==> src/hdl/nearest_neighbour_scale_address_gen_core_defines.svh <==
// Assertion macros shared by the address generator RTL.
`ifndef NEAREST_NEIGHBOUR_SCALE_ADDRESS_GEN_CORE_DEFINES_SVH
`define NEAREST_NEIGHBOUR_SCALE_ADDRESS_GEN_CORE_DEFINES_SVH

// Check that cons holds in the same cycle as ante.
`define NNSA_ASSERT_SAME(lbl, ante, cons) \
    lbl: assert property (@(posedge clk) disable iff (!rst_n) (ante) |-> (cons)) \
        else $error("address generator check failed");

// Check that cons holds in the cycle after ante.
`define NNSA_ASSERT_NEXT(lbl, ante, cons) \
    lbl: assert property (@(posedge clk) disable iff (!rst_n) (ante) |=> (cons)) \
        else $error("address generator check failed");

`endif

==> src/hdl/nnsa_pkg.sv <==
// Shared constants and types of the nearest-neighbor scaler address generator.
`timescale 1ns / 1ps

package nnsa_pkg;

    localparam int COORD_BITS_DEF = 12;
    localparam int FRAC_BITS_DEF  = 10;
    localparam int CFG_IDX_BITS   = 3;

    typedef enum logic [CFG_IDX_BITS-1:0] {
        REG_SRC_WIDTH  = 3'd0,
        REG_SRC_HEIGHT = 3'd1,
        REG_DST_WIDTH  = 3'd2,
        REG_DST_HEIGHT = 3'd3,
        REG_SRC_WIN_X  = 3'd4,
        REG_SRC_WIN_Y  = 3'd5,
        REG_DST_WIN_X  = 3'd6,
        REG_DST_WIN_Y  = 3'd7
    } reg_idx_t;

    typedef enum logic [1:0] {
        ST_IDLE,
        ST_DIV_X,
        ST_DIV_Y,
        ST_EMIT
    } state_t;

endpackage

==> src/hdl/nnsa_div.sv <==
// Iterative restoring divider, one quotient bit per cycle.
`timescale 1ns / 1ps

module nnsa_div #(
    parameter int COORD_BITS = nnsa_pkg::COORD_BITS_DEF,
    parameter int FRAC_BITS  = nnsa_pkg::FRAC_BITS_DEF
) (
    input  logic                            clk,
    input  logic                            rst_n,
    input  logic                            start,
    input  logic [COORD_BITS+FRAC_BITS-1:0] dividend,
    input  logic [COORD_BITS-1:0]           divisor,
    output logic                            done,
    output logic [COORD_BITS+FRAC_BITS-1:0] quotient
);

    localparam int ACC_BITS = COORD_BITS + FRAC_BITS;
    localparam int CNT_BITS = $clog2(ACC_BITS);

    logic                  busy_reg, busy_next;
    logic                  done_reg, done_next;
    logic [CNT_BITS-1:0]   cnt_reg, cnt_next;
    logic [COORD_BITS-1:0] rem_reg, rem_next;
    logic [ACC_BITS-1:0]   quo_reg, quo_next;
    logic [COORD_BITS-1:0] dvs_reg, dvs_next;

    logic [COORD_BITS:0]   shifted;
    logic [COORD_BITS:0]   trial;
    logic                  fits;

    assign shifted = {rem_reg, quo_reg[ACC_BITS-1]};
    assign trial   = shifted - {1'b0, dvs_reg};
    assign fits    = shifted >= {1'b0, dvs_reg};

    always_comb
    begin
        busy_next = busy_reg;
        done_next = 1'b0;
        cnt_next  = cnt_reg;
        rem_next  = rem_reg;
        quo_next  = quo_reg;
        dvs_next  = dvs_reg;
        if (start)
        begin
            busy_next = 1'b1;
            cnt_next  = '0;
            rem_next  = '0;
            quo_next  = dividend;
            dvs_next  = divisor;
        end
        else if (busy_reg)
        begin
            rem_next = fits ? trial[COORD_BITS-1:0] : shifted[COORD_BITS-1:0];
            quo_next = {quo_reg[ACC_BITS-2:0], fits};
            cnt_next = cnt_reg + 1'b1;
            if (cnt_reg == CNT_BITS'(ACC_BITS - 1))
            begin
                busy_next = 1'b0;
                done_next = 1'b1;
            end
        end
    end

    always_ff @(posedge clk or negedge rst_n)
    begin
        if (!rst_n)
        begin
            busy_reg <= 1'b0;
            done_reg <= 1'b0;
            cnt_reg  <= '0;
        end
        else
        begin
            busy_reg <= busy_next;
            done_reg <= done_next;
            cnt_reg  <= cnt_next;
        end
    end

    always_ff @(posedge clk)
    begin
        rem_reg <= rem_next;
        quo_reg <= quo_next;
        dvs_reg <= dvs_next;
    end

    assign done     = done_reg;
    assign quotient = quo_reg;

endmodule

==> src/hdl/nearest_neighbour_scale_address_gen_core.sv <==
// Nearest-neighbor scaler address generator: top level.
// A command item with restart low yields the next output pixel in raster order; its result
// is registered in the cycle after acceptance, and such items are taken one per cycle while
// the result register drains. A command with restart high clears the position and runs two
// divisions, (src_width << FRAC_BITS) / dst_width and then the same for the height, on one
// shared bit-serial divider of COORD_BITS+FRAC_BITS steps each; pixel 0,0 is registered
// from ST_EMIT once both are done and the result register is free, and no command is
// accepted meanwhile. A zero output width or height gives no result and no division. Write
// the registers only while no command is in progress; a write takes effect at once.
`timescale 1ns / 1ps
`include "nearest_neighbour_scale_address_gen_core_defines.svh"

module nearest_neighbour_scale_address_gen_core #(
    parameter int COORD_BITS = nnsa_pkg::COORD_BITS_DEF,
    parameter int FRAC_BITS  = nnsa_pkg::FRAC_BITS_DEF
) (
    input  logic                              clk,
    input  logic                              rst_n,
    input  logic                              cfg_wr_en,
    input  logic [nnsa_pkg::CFG_IDX_BITS-1:0] cfg_index,
    input  logic [COORD_BITS-1:0]             cfg_data,
    input  logic                              cmd_valid,
    output logic                              cmd_stall,
    input  logic                              restart,
    output logic                              pix_valid,
    input  logic                              pix_stall,
    output logic [COORD_BITS:0]               src_col,
    output logic [COORD_BITS:0]               src_row,
    output logic [COORD_BITS:0]               chroma_col,
    output logic [COORD_BITS-1:0]             chroma_row,
    output logic [COORD_BITS:0]               dst_col,
    output logic [COORD_BITS:0]               dst_row,
    output logic                              src_col_odd,
    output logic                              dst_col_odd,
    output logic                              row_end,
    output logic                              frame_end
);

    localparam int ACC_BITS = COORD_BITS + FRAC_BITS;

    logic [COORD_BITS-1:0] sw_reg, sh_reg, dw_reg, dh_reg;
    logic [COORD_BITS-1:0] sx_reg, sy_reg, dx_reg, dy_reg;

    nnsa_pkg::state_t      state_reg, state_next;

    logic [ACC_BITS-1:0]   step_x_reg, step_y_reg;
    logic [ACC_BITS-1:0]   acc_x_reg, acc_y_reg;
    logic [COORD_BITS-1:0] out_col_reg, out_row_reg;

    logic                  pix_valid_reg;
    logic [COORD_BITS:0]   src_col_reg, src_row_reg, chroma_col_reg;
    logic [COORD_BITS-1:0] chroma_row_reg;
    logic [COORD_BITS:0]   dst_col_reg, dst_row_reg;
    logic                  src_col_odd_reg, dst_col_odd_reg, row_end_reg, frame_end_reg;

    logic                  cmd_accept;
    logic                  slot_free;
    logic                  dims_zero;
    logic                  in_div;
    logic                  emit;
    logic                  clear_pos;
    logic                  clear_step;
    logic                  div_start;
    logic                  div_done;
    logic [ACC_BITS-1:0]   div_dividend;
    logic [COORD_BITS-1:0] div_divisor;
    logic [ACC_BITS-1:0]   div_quotient;

    logic [COORD_BITS-1:0] in_x, in_y;
    logic [COORD_BITS:0]   px_src_col, px_src_row, px_chroma_col, px_dst_col, px_dst_row;
    logic                  px_row_end, px_frame_end;

    assign slot_free  = !pix_valid_reg || !pix_stall;
    assign cmd_stall  = (state_reg != nnsa_pkg::ST_IDLE) || !slot_free;
    assign cmd_accept = cmd_valid && !cmd_stall;
    assign dims_zero  = (dw_reg == '0) || (dh_reg == '0);
    assign in_div     = (state_reg == nnsa_pkg::ST_DIV_X) || (state_reg == nnsa_pkg::ST_DIV_Y);

    always_ff @(posedge clk or negedge rst_n)
    begin
        if (!rst_n)
        begin
            sw_reg <= '0;
            sh_reg <= '0;
            dw_reg <= '0;
            dh_reg <= '0;
            sx_reg <= '0;
            sy_reg <= '0;
            dx_reg <= '0;
            dy_reg <= '0;
        end
        else if (cfg_wr_en)
        begin
            unique case (nnsa_pkg::reg_idx_t'(cfg_index))
                nnsa_pkg::REG_SRC_WIDTH:  sw_reg <= cfg_data;
                nnsa_pkg::REG_SRC_HEIGHT: sh_reg <= cfg_data;
                nnsa_pkg::REG_DST_WIDTH:  dw_reg <= cfg_data;
                nnsa_pkg::REG_DST_HEIGHT: dh_reg <= cfg_data;
                nnsa_pkg::REG_SRC_WIN_X:  sx_reg <= cfg_data;
                nnsa_pkg::REG_SRC_WIN_Y:  sy_reg <= cfg_data;
                nnsa_pkg::REG_DST_WIN_X:  dx_reg <= cfg_data;
                nnsa_pkg::REG_DST_WIN_Y:  dy_reg <= cfg_data;
            endcase
        end
    end

    always_comb
    begin
        state_next = state_reg;
        unique case (state_reg)
            nnsa_pkg::ST_IDLE:
                if (cmd_accept && restart && !dims_zero)
                    state_next = nnsa_pkg::ST_DIV_X;
            nnsa_pkg::ST_DIV_X:
                if (div_done)
                    state_next = nnsa_pkg::ST_DIV_Y;
            nnsa_pkg::ST_DIV_Y:
                if (div_done)
                    state_next = nnsa_pkg::ST_EMIT;
            nnsa_pkg::ST_EMIT:
                if (slot_free)
                    state_next = nnsa_pkg::ST_IDLE;
        endcase
    end

    always_comb
    begin
        emit         = 1'b0;
        clear_pos    = 1'b0;
        clear_step   = 1'b0;
        div_start    = 1'b0;
        div_dividend = {sw_reg, {FRAC_BITS{1'b0}}};
        div_divisor  = dw_reg;
        unique case (state_reg)
            nnsa_pkg::ST_IDLE:
            begin
                emit       = cmd_accept && !restart && !dims_zero;
                clear_pos  = cmd_accept && restart;
                clear_step = cmd_accept && restart && dims_zero;
                div_start  = cmd_accept && restart && !dims_zero;
            end
            nnsa_pkg::ST_DIV_X:
            begin
                div_start    = div_done;
                div_dividend = {sh_reg, {FRAC_BITS{1'b0}}};
                div_divisor  = dh_reg;
            end
            nnsa_pkg::ST_DIV_Y:
            begin
                div_dividend = {sh_reg, {FRAC_BITS{1'b0}}};
                div_divisor  = dh_reg;
            end
            nnsa_pkg::ST_EMIT:
                emit = slot_free;
        endcase
    end

    always_ff @(posedge clk or negedge rst_n)
    begin
        if (!rst_n)
            state_reg <= nnsa_pkg::ST_IDLE;
        else
            state_reg <= state_next;
    end

    nnsa_div #(
        .COORD_BITS (COORD_BITS),
        .FRAC_BITS  (FRAC_BITS)
    ) u_div (
        .clk      (clk),
        .rst_n    (rst_n),
        .start    (div_start),
        .dividend (div_dividend),
        .divisor  (div_divisor),
        .done     (div_done),
        .quotient (div_quotient)
    );

    assign in_x          = acc_x_reg[ACC_BITS-1:FRAC_BITS];
    assign in_y          = acc_y_reg[ACC_BITS-1:FRAC_BITS];
    assign px_src_col    = {1'b0, sx_reg} + {1'b0, in_x};
    assign px_src_row    = {1'b0, sy_reg} + {1'b0, in_y};
    assign px_chroma_col = {1'b0, sx_reg} + {1'b0, in_x[COORD_BITS-1:1], 1'b0};
    assign px_dst_col    = {1'b0, dx_reg} + {1'b0, out_col_reg};
    assign px_dst_row    = {1'b0, dy_reg} + {1'b0, out_row_reg};
    assign px_row_end    = ({1'b0, out_col_reg} + 1'b1) >= {1'b0, dw_reg};
    assign px_frame_end  = px_row_end && (({1'b0, out_row_reg} + 1'b1) >= {1'b0, dh_reg});

    always_ff @(posedge clk or negedge rst_n)
    begin
        if (!rst_n)
        begin
            step_x_reg  <= '0;
            step_y_reg  <= '0;
            acc_x_reg   <= '0;
            acc_y_reg   <= '0;
            out_col_reg <= '0;
            out_row_reg <= '0;
        end
        else
        begin
            if (clear_step)
            begin
                step_x_reg <= '0;
                step_y_reg <= '0;
            end
            else if (div_done && state_reg == nnsa_pkg::ST_DIV_X)
                step_x_reg <= div_quotient;
            else if (div_done && state_reg == nnsa_pkg::ST_DIV_Y)
                step_y_reg <= div_quotient;

            if (clear_pos)
            begin
                acc_x_reg   <= '0;
                acc_y_reg   <= '0;
                out_col_reg <= '0;
                out_row_reg <= '0;
            end
            else if (emit)
            begin
                if (px_row_end)
                begin
                    out_col_reg <= '0;
                    acc_x_reg   <= '0;
                    if (px_frame_end)
                    begin
                        out_row_reg <= '0;
                        acc_y_reg   <= '0;
                    end
                    else
                    begin
                        out_row_reg <= out_row_reg + 1'b1;
                        acc_y_reg   <= acc_y_reg + step_y_reg;
                    end
                end
                else
                begin
                    out_col_reg <= out_col_reg + 1'b1;
                    acc_x_reg   <= acc_x_reg + step_x_reg;
                end
            end
        end
    end

    // hold the result until taken
    always_ff @(posedge clk or negedge rst_n)
    begin
        if (!rst_n)
            pix_valid_reg <= 1'b0;
        else if (emit)
            pix_valid_reg <= 1'b1;
        else if (!pix_stall)
            pix_valid_reg <= 1'b0;
    end

    always_ff @(posedge clk)
    begin
        if (emit)
        begin
            src_col_reg     <= px_src_col;
            src_row_reg     <= px_src_row;
            chroma_col_reg  <= px_chroma_col;
            chroma_row_reg  <= px_src_row[COORD_BITS:1];
            dst_col_reg     <= px_dst_col;
            dst_row_reg     <= px_dst_row;
            src_col_odd_reg <= in_x[0];
            dst_col_odd_reg <= out_col_reg[0];
            row_end_reg     <= px_row_end;
            frame_end_reg   <= px_frame_end;
        end
    end

    assign pix_valid   = pix_valid_reg;
    assign src_col     = src_col_reg;
    assign src_row     = src_row_reg;
    assign chroma_col  = chroma_col_reg;
    assign chroma_row  = chroma_row_reg;
    assign dst_col     = dst_col_reg;
    assign dst_row     = dst_row_reg;
    assign src_col_odd = src_col_odd_reg;
    assign dst_col_odd = dst_col_odd_reg;
    assign row_end     = row_end_reg;
    assign frame_end   = frame_end_reg;

    `NNSA_ASSERT_SAME(a_div_done_in_div, div_done, in_div)
    `NNSA_ASSERT_NEXT(a_restart_starts_div, clear_pos && !dims_zero, state_reg == nnsa_pkg::ST_DIV_X)
    `NNSA_ASSERT_NEXT(a_emit_loads_result, emit, pix_valid_reg)
    `NNSA_ASSERT_SAME(a_frame_end_row_end, pix_valid_reg && frame_end_reg, row_end_reg)

endmodule

==> config.mk <==
export PLATFORM = sky130hd
export DESIGN_NAME = nearest_neighbour_scale_address_gen_core
export DESIGN_NICKNAME = d
export VERILOG_FILES = /design/src/hdl/nnsa_pkg.sv /design/src/hdl/nnsa_div.sv /design/src/hdl/nearest_neighbour_scale_address_gen_core.sv
export VERILOG_INCLUDE_DIRS = /design/src /design/src/hdl
export SDC_FILE = /design/constraint.sdc
export NUM_CORES = 1
export LEC_CHECK = 0
export ABC_AREA = 1
export CORE_UTILIZATION = 40
export CTS_CLUSTER_SIZE = 14
export DETAILED_ROUTE_END_ITERATION = 16
export DONT_BUFFER_PORTS = 1
export GPL_TIMING_DRIVEN = 0
export PLACE_DENSITY = 0.56
export SYNTH_ARGS = -nofsm -noshare
export SYNTH_HDL_FRONTEND = slang
export SYNTH_SLANG_ARGS = --single-unit
export TNS_END_PERCENT = 100
==> constraint.sdc <==
create_clock -name clk -period 4.1 [get_ports clk]
set_input_delay 0.82 -clock clk [delete_from_list [all_inputs] [get_ports clk]]
set_output_delay 0.82 -clock clk [all_outputs]
set_load 0.005 [all_outputs]
==> metrics.yaml, run 1 <==
setup_path:
  criticalPathCategory: "register to register"
  r2r_start: "out_col_reg[0]"
  cp-end-kind: "register"
  rrSetupSlack_ns: 0.72
  reg2reg_depth: 19
  cp_data_arrival_time_ns: 3.80
  start_kind: "register"
  critPathLaunch: "out_col_reg[0]"
  cp.required_ns: 4.52
  cp_max_fo: 10
  rr_endpoint: "out_col_reg[9]"
yosys:
  synth_fp_nets: 2399
  syn_inst: 2236
  async_flop_share_pct: 65.5
  synth_edf_count: 103
  synth_area_um2: 18800
  ys_ff_latch: 333
  yosysTopAreaCell: "dfrtp_1"
  synthFlopType: "dfrtp_1"
  yosysTopAreaCellShare_pct: 29.0
  avgSynthCellArea_um2: 8.40
  ys_warn_count: 0
  synthTopCellsByArea: "dfrtp_1 (29%), edfxtp_1 (16%), nand2_1 (13%)"
  ys_types: 43
  ys_seq_area_share_pct: 46.8
clock_network:
  insertion_delay_ns: 0.58
  clockRootBuffer: "clkbuf_16"
  cts_tree: "built"
  clkTransAtPathRegs_ns: 0.06
  cts_buffer_depth: 3
  cts.sinks: 333
  post_cts_resized: 0
  htree_levels: 2
  tritoncts.num_buffers: 39
  postCtsSetupBuffers: 0
sta:
  min_period_ns: 3.38
  setup-violations-final: 0
  fin_skew_ns: 0.0266
  hold_ws_ns: -0.0568
  tns_ns: 0
  max_freq_mhz: 296
  fin_crit_sh_pct: 82.4
  rsz0062_at_grt: "no"
  finalHoldViolCount: 91
  worst_slew_pin_slew_ns: 1.23
  maxSlewViolCount: 0
  slew_headroom_pct: 17.9
run:
  cap_violations: 0
route:
  ant_nets: 0
  wl_per_cell_um: 16.7
  met3_length_um: 2550
  top_layer: "met4"
  drtPass1Iterations: 5
  num_vias: 14800
  drc: 0
  via_per_inst: 5.08
  met1Wirelength_um: 22100
  wl_met2_um: 22500
  drtIter0Drc: 839
  wirelength_um: 48500
floorplanning:
  rows: 79
  ioPinCount: 104
  die_area_um2: 47800
  fp.dieW_um: 219
  die_h_um: 219
  start_util_pct: 40.4
  coreArea_um2: 46500
run_status:
  status: "finished, violations left"
  violations: "negative hold slack"
pwr:
  power_density_nw_per_um2: 710
  power_mw: 14.8
  vdd_drop_max_uv: 392
  total_leakage_power_nw: 10.2
global_routing:
  grt_max_degree: 219
  grt_use_total_pct: 20.6
  grt.overflow.total: 0
  grt_pass1_wl_um: 77200
  grt_pass1_vias: 14500
  grt_antenna_before_repair: 1
place:
  place.gp.congestion: 0.945
  dp_hpwl_um: 36100
  io_buffers: 0
  dp.cells: 2843
min_path:
  hold_class: "input port to async pin"
cells_and_area:
  finalNonFillerCells: 2913
  diodes: 0
  layout.nets: 2440
  num-fill-cells: 4584
  drive_gt1_share_pct: 4.68
  area_growth_pct: 10.7
==> per-stage QoR <==
step                area, um^2  util, %  worst slack [ns]
floorplan                18800        -             0.996
global placement         19500     42.1             0.182
detailed placement       19500     42.1             0.783
CTS                      20800     44.8             0.770
global route             20800     44.8             0.498
finish                   20800     44.8             0.720
==> metal layers <==
| metal | track usage (%) | vias to the layer above |
|---|---|---|
| met3 | 4.02 | 79 |
| met5 | 0 | - |
| met2 | 34.2 | 333 |
| li1 | - | 7405 |
| met4 | 6.60 | 0 |
| met1 | 27.0 | 6971 |
==> synth_stat cells, drive strengths merged (15+ instances only) <==
master and count:
xor2 50, dfrtp 218, nand3 69, buf 34, nand2 676, inv 244
edfxtp 103, nand4 17, a21oi 108, xnor2 49, ha 134, o21ai 211
nor2 162, clkbuf 34, nor3 15
==> critical path, cell delays in order (launching register included) <==
cell and delay, ns:
dfrtp_1 0.53, ha_1 0.30, nand2_2 0.10, nor2_2 0.18, nand2_1 0.11, o21ai_0 0.30, inv_1 0.08, ha_1 0.29
nand2_1 0.05, nor2_1 0.14, nand2_1 0.08, nor2_1 0.09, nor2_1 0.04, nand2_1 0.06, nand2_1 0.08, nand2_2 0.21
nor2_1 0.07, nand2_1 0.07, buf_2 0.30, o22ai_1 0.14
==> cell families (layout without fill, tap and decap cells) <==
| kind of cell | Yosys count | count (layout) | synth area share, % |
|---|---|---|---|
| and+or+nand+nor | 961 | 961 | 20.7 |
| AOI/OAI and AO/OA | 389 | 389 | 11.2 |
| DFF | 333 | 333 | 46.8 |
| buffers and inverters | 312 | 382 | 6.83 |
| adders and majority gates | 142 | 142 | 9.78 |
| xor gates and xnor gates | 99 | 99 | 4.62 |
==> power breakdown <==
| group | total, mW | switching, mW | internal, mW | leakage (nW) |
|---|---|---|---|---|
| combinational | 5.73 | 3.62 | 2.12 | 5.72 |
| sequential | 5.61 | 0.857 | 4.75 | 3.91 |
| clock | 3.42 | 1.43 | 1.99 | 0.611 |
==> how the worst max path moves through the flow <==
stage	slack (ns)	endpoint
after floorplan	1.0	chroma_col[0]
after global placement	0.18	src_row[9]
after detailed placement	0.78	u_div.quotient[8]
after CTS	0.77	out_col_reg[9]
after global routing	0.50	acc_x_reg[8]
final	0.72	out_col_reg[9]
==> layout by cell type, fill, tap and decap left out, types with 67 or more instances in the layout <==
cell	n
a21oi_1	108
ha_1	134
nor2_1	156
nand2_1	670
edfxtp_1	103
inv_1	243
nand3_1	67
o21ai_0	207
dfrtp_1	218
==> area by class of cell <==
type                       count  area (um^2)  area share [%]
tap                          607          759            3.65
clock inverter                 9          109           0.524
multi-input combinational   1591         8710            41.9
sequential                   333         8790            42.3
inverter                     244          918            4.42
clock buffer                  61         1140            5.49
buffer                        68          367            1.76
Note: power is estimated with default switching activity, not from simulation.
==> inputs of run 2 (changes only) <==
==> constraint.sdc (replaced) <==
create_clock -name clk -period 3.2 [get_ports clk]
set_input_delay 0.64 -clock clk [delete_from_list [all_inputs] [get_ports clk]]
set_output_delay 0.64 -clock clk [all_outputs]
set_load 0.005 [all_outputs]
==> metrics.yaml, run 2 (synthesis results as in run 1) <==
run_status:
  status: "finished, violations left"
  violations: "negative hold slack"
global_routing:
  grt_use_total_pct: 20.6  # unchanged
  grt.overflow.total: 0  # unchanged
  grt_pass1_vias: 14500  # unchanged
  grt_pass1_wl_um: 77200  # unchanged
  grt_antenna_before_repair: 1  # unchanged
  grt_max_degree: 219  # unchanged
place:
  io_buffers: 0  # unchanged
  place.gp.congestion: 0.945  # unchanged
  dp.cells: 2843  # unchanged
  dp_hpwl_um: 36100  # unchanged
sta:
  worst_slew_pin_slew_ns: 0.950  # -0.281 ns
  setup-violations-final: 0  # unchanged
  slew_headroom_pct: 36.6  # +19 points
  finalHoldViolCount: 218  # +140%
  max_freq_mhz: 332  # +12%
  min_period_ns: 3.01  # -0.370 ns
  hold_ws_ns: -0.237  # -0.181 ns
  tns_ns: 0  # unchanged
  fin_crit_sh_pct: 94.1  # +12 points
  maxSlewViolCount: 0  # unchanged
  fin_skew_ns: 0.0253  # -0.00128 ns
route:
  drc: 0  # unchanged
  wl_per_cell_um: 16.7  # +0.17%
  num_vias: 14800  # +0.25%
  ant_nets: 0  # unchanged
  drtIter0Drc: 832  # -0.83%
  drtPass1Iterations: 5  # unchanged
  via_per_inst: 5.09  # +0.18%
  wirelength_um: 48600  # +0.24%
clock_network:
  cts.sinks: 333  # unchanged
  insertion_delay_ns: 0.58  # about the same
  cts_buffer_depth: 3  # unchanged
  clockRootBuffer: "clkbuf_16"
  cts_tree: "built"
  clkTransAtPathRegs_ns: 0.06  # about the same
  tritoncts.num_buffers: 39  # unchanged
  htree_levels: 2  # unchanged
pwr:
  clkPwrFrac_pct: 23.1  # about the same
  p_sw_share_pct: 40.0  # +0.067 points
  p_int_mw: 11.4  # +29%
  total_leakage_power_nw: 10.3  # +0.27%
  pwr-share-comb_pct: 39.1  # +0.3 points
  power_density_nw_per_um2: 910  # +28%
  sequentialPowerShare_pct: 37.8  # -0.2 points
  power_switching_mw: 7.60  # +29%
  vdd_drop_max_uv: 502  # +28%
cells_and_area:
  drive_gt1_share_pct: 5.37  # +0.69 points
  layout.nets: 2442  # +0.082%
  final_common_cell: "nand2_1"
  multi_input_area_um2: 8770  # +0.70%
  ff_latch_area_um2: 8790  # about the same
  num-fill-cells: 4574  # -0.22%
  area_growth_pct: 11.2
  diodes: 0  # unchanged
  finalNonFillerCells: 2915  # +0.069%
  final_cell_mix: "nand2_1 (670), inv_1 (243), dfrtp_1 (213)"
setup_path:
  reg2reg_depth: 16  # -3
  rrSetupSlack_ns: 0.19  # -0.53 ns
  cp_max_fo: 10  # unchanged
  cp-end-kind: "register"
  cp_top_family: "simple AND/OR/NAND/NOR gates"
  path_cells: "ha_2, nand2_2, nor2_4, nand2_1, nor2_1, xor2_1, inv_1, ha_1, a21oi_1, nor2_2, nor2_4, nand3_2, nor2_2, buf_4, nand3_1, nand2_1"
  cpPeakStageDelay_ns: 0.43  # -0.10 ns
  crit_buf_inv: 2  # unchanged
  rr_endpoint: "acc_x_reg[17]"
  r2r_start: "out_col_reg[1]"
  criticalPathCategory: "register to register"
  slowest_stage: "dfrtp_2"
  start_kind: "register"
  cp.required_ns: 3.70  # -0.82 ns
  cp_data_arrival_time_ns: 3.51  # -0.29 ns
floorplanning:
  rows: 79  # unchanged
  fp.dieW_um: 219  # unchanged
  ioPinCount: 104  # unchanged
  die_h_um: 219  # unchanged
  die_area_um2: 47800  # unchanged
  coreArea_um2: 46500  # unchanged
  start_util_pct: 40.4  # unchanged
run:
  cap_violations: 0  # unchanged
min_path:
  hold_class: "input port to async pin"
run 2: changes by cell type in the layout (fill, tap and decap cells not counted), sizes merged:
cell | before | now
clkbuf | 95 | 97
run 2: what timing repair did:
action,in CTS,in global routing
pin swaps,0,2
endpoints found under the setup margin,50,82
gates resized for setup,2,21
setup buffers,0,2
endpoints found under the hold margin,218,218
run 2: layer usage:
metal  share of wire (%)  wire [um]  vias to the layer above  GRT usage [%]
met2                  46      22500                      334           34.2
met4                 2.8       1360                        0           6.60
met5                   0          0                        -              0
met1                  46      22200                     6991           27.0
met3                 5.1       2480                       86           4.02
li1                    -          -                     7414              -
run 2: cell type report:
class | count | area share, %
inverter | 244 | 4.40
clock inverter | 9 | 0.521
clock buffer | 61 | 5.46
sequential | 333 | 42.1
buffer | 68 | 1.79
timing repair buffer | 2 | 0.0719
tap | 607 | 3.64
multi-input combinational | 1591 | 42.0
run 2: power by group through the flow:
stage | clock network [mW] | registers, mW | logic, mW
after floorplan | 0 | 6.80 | 5.67
after global placement | 0 | 7.26 | 7.24
after detailed placement | 0 | 7.25 | 7.35
after CTS | 4.50 | 7.20 | 7.40
after global routing | 4.67 | 7.36 | 8.49
final | 4.39 | 7.19 | 7.42
run 2: metrics by stage:
step	worst slack, ns	power, mW	area, um^2	utilization (%)
final	0.190	19.0	20900	44.9
after detailed placement	-0.108	14.6	19500	42.1
after global placement	-0.654	14.5	19500	42.1
after CTS	0.0254	19.1	20800	44.8
after floorplan	0.276	12.5	18800	-
after global routing	-0.00928	20.5	20900	44.9
run 2: worst max path at each step:
stage              startpoint              to  slack (ns)  cells after the start
3_3_place_gp     state_reg[0]      src_row[9]       -0.65                      6
4_1_cts        out_col_reg[1]   acc_y_reg[14]        0.03                     21
3_5_place_dp   out_col_reg[0]  out_col_reg[9]       -0.11                     19
2_1_floorplan       pix_stall   chroma_col[0]        0.28                      7
5_1_grt        out_col_reg[1]   acc_y_reg[14]      -0.009                     18
6_report       out_col_reg[1]   acc_x_reg[17]        0.19                     16
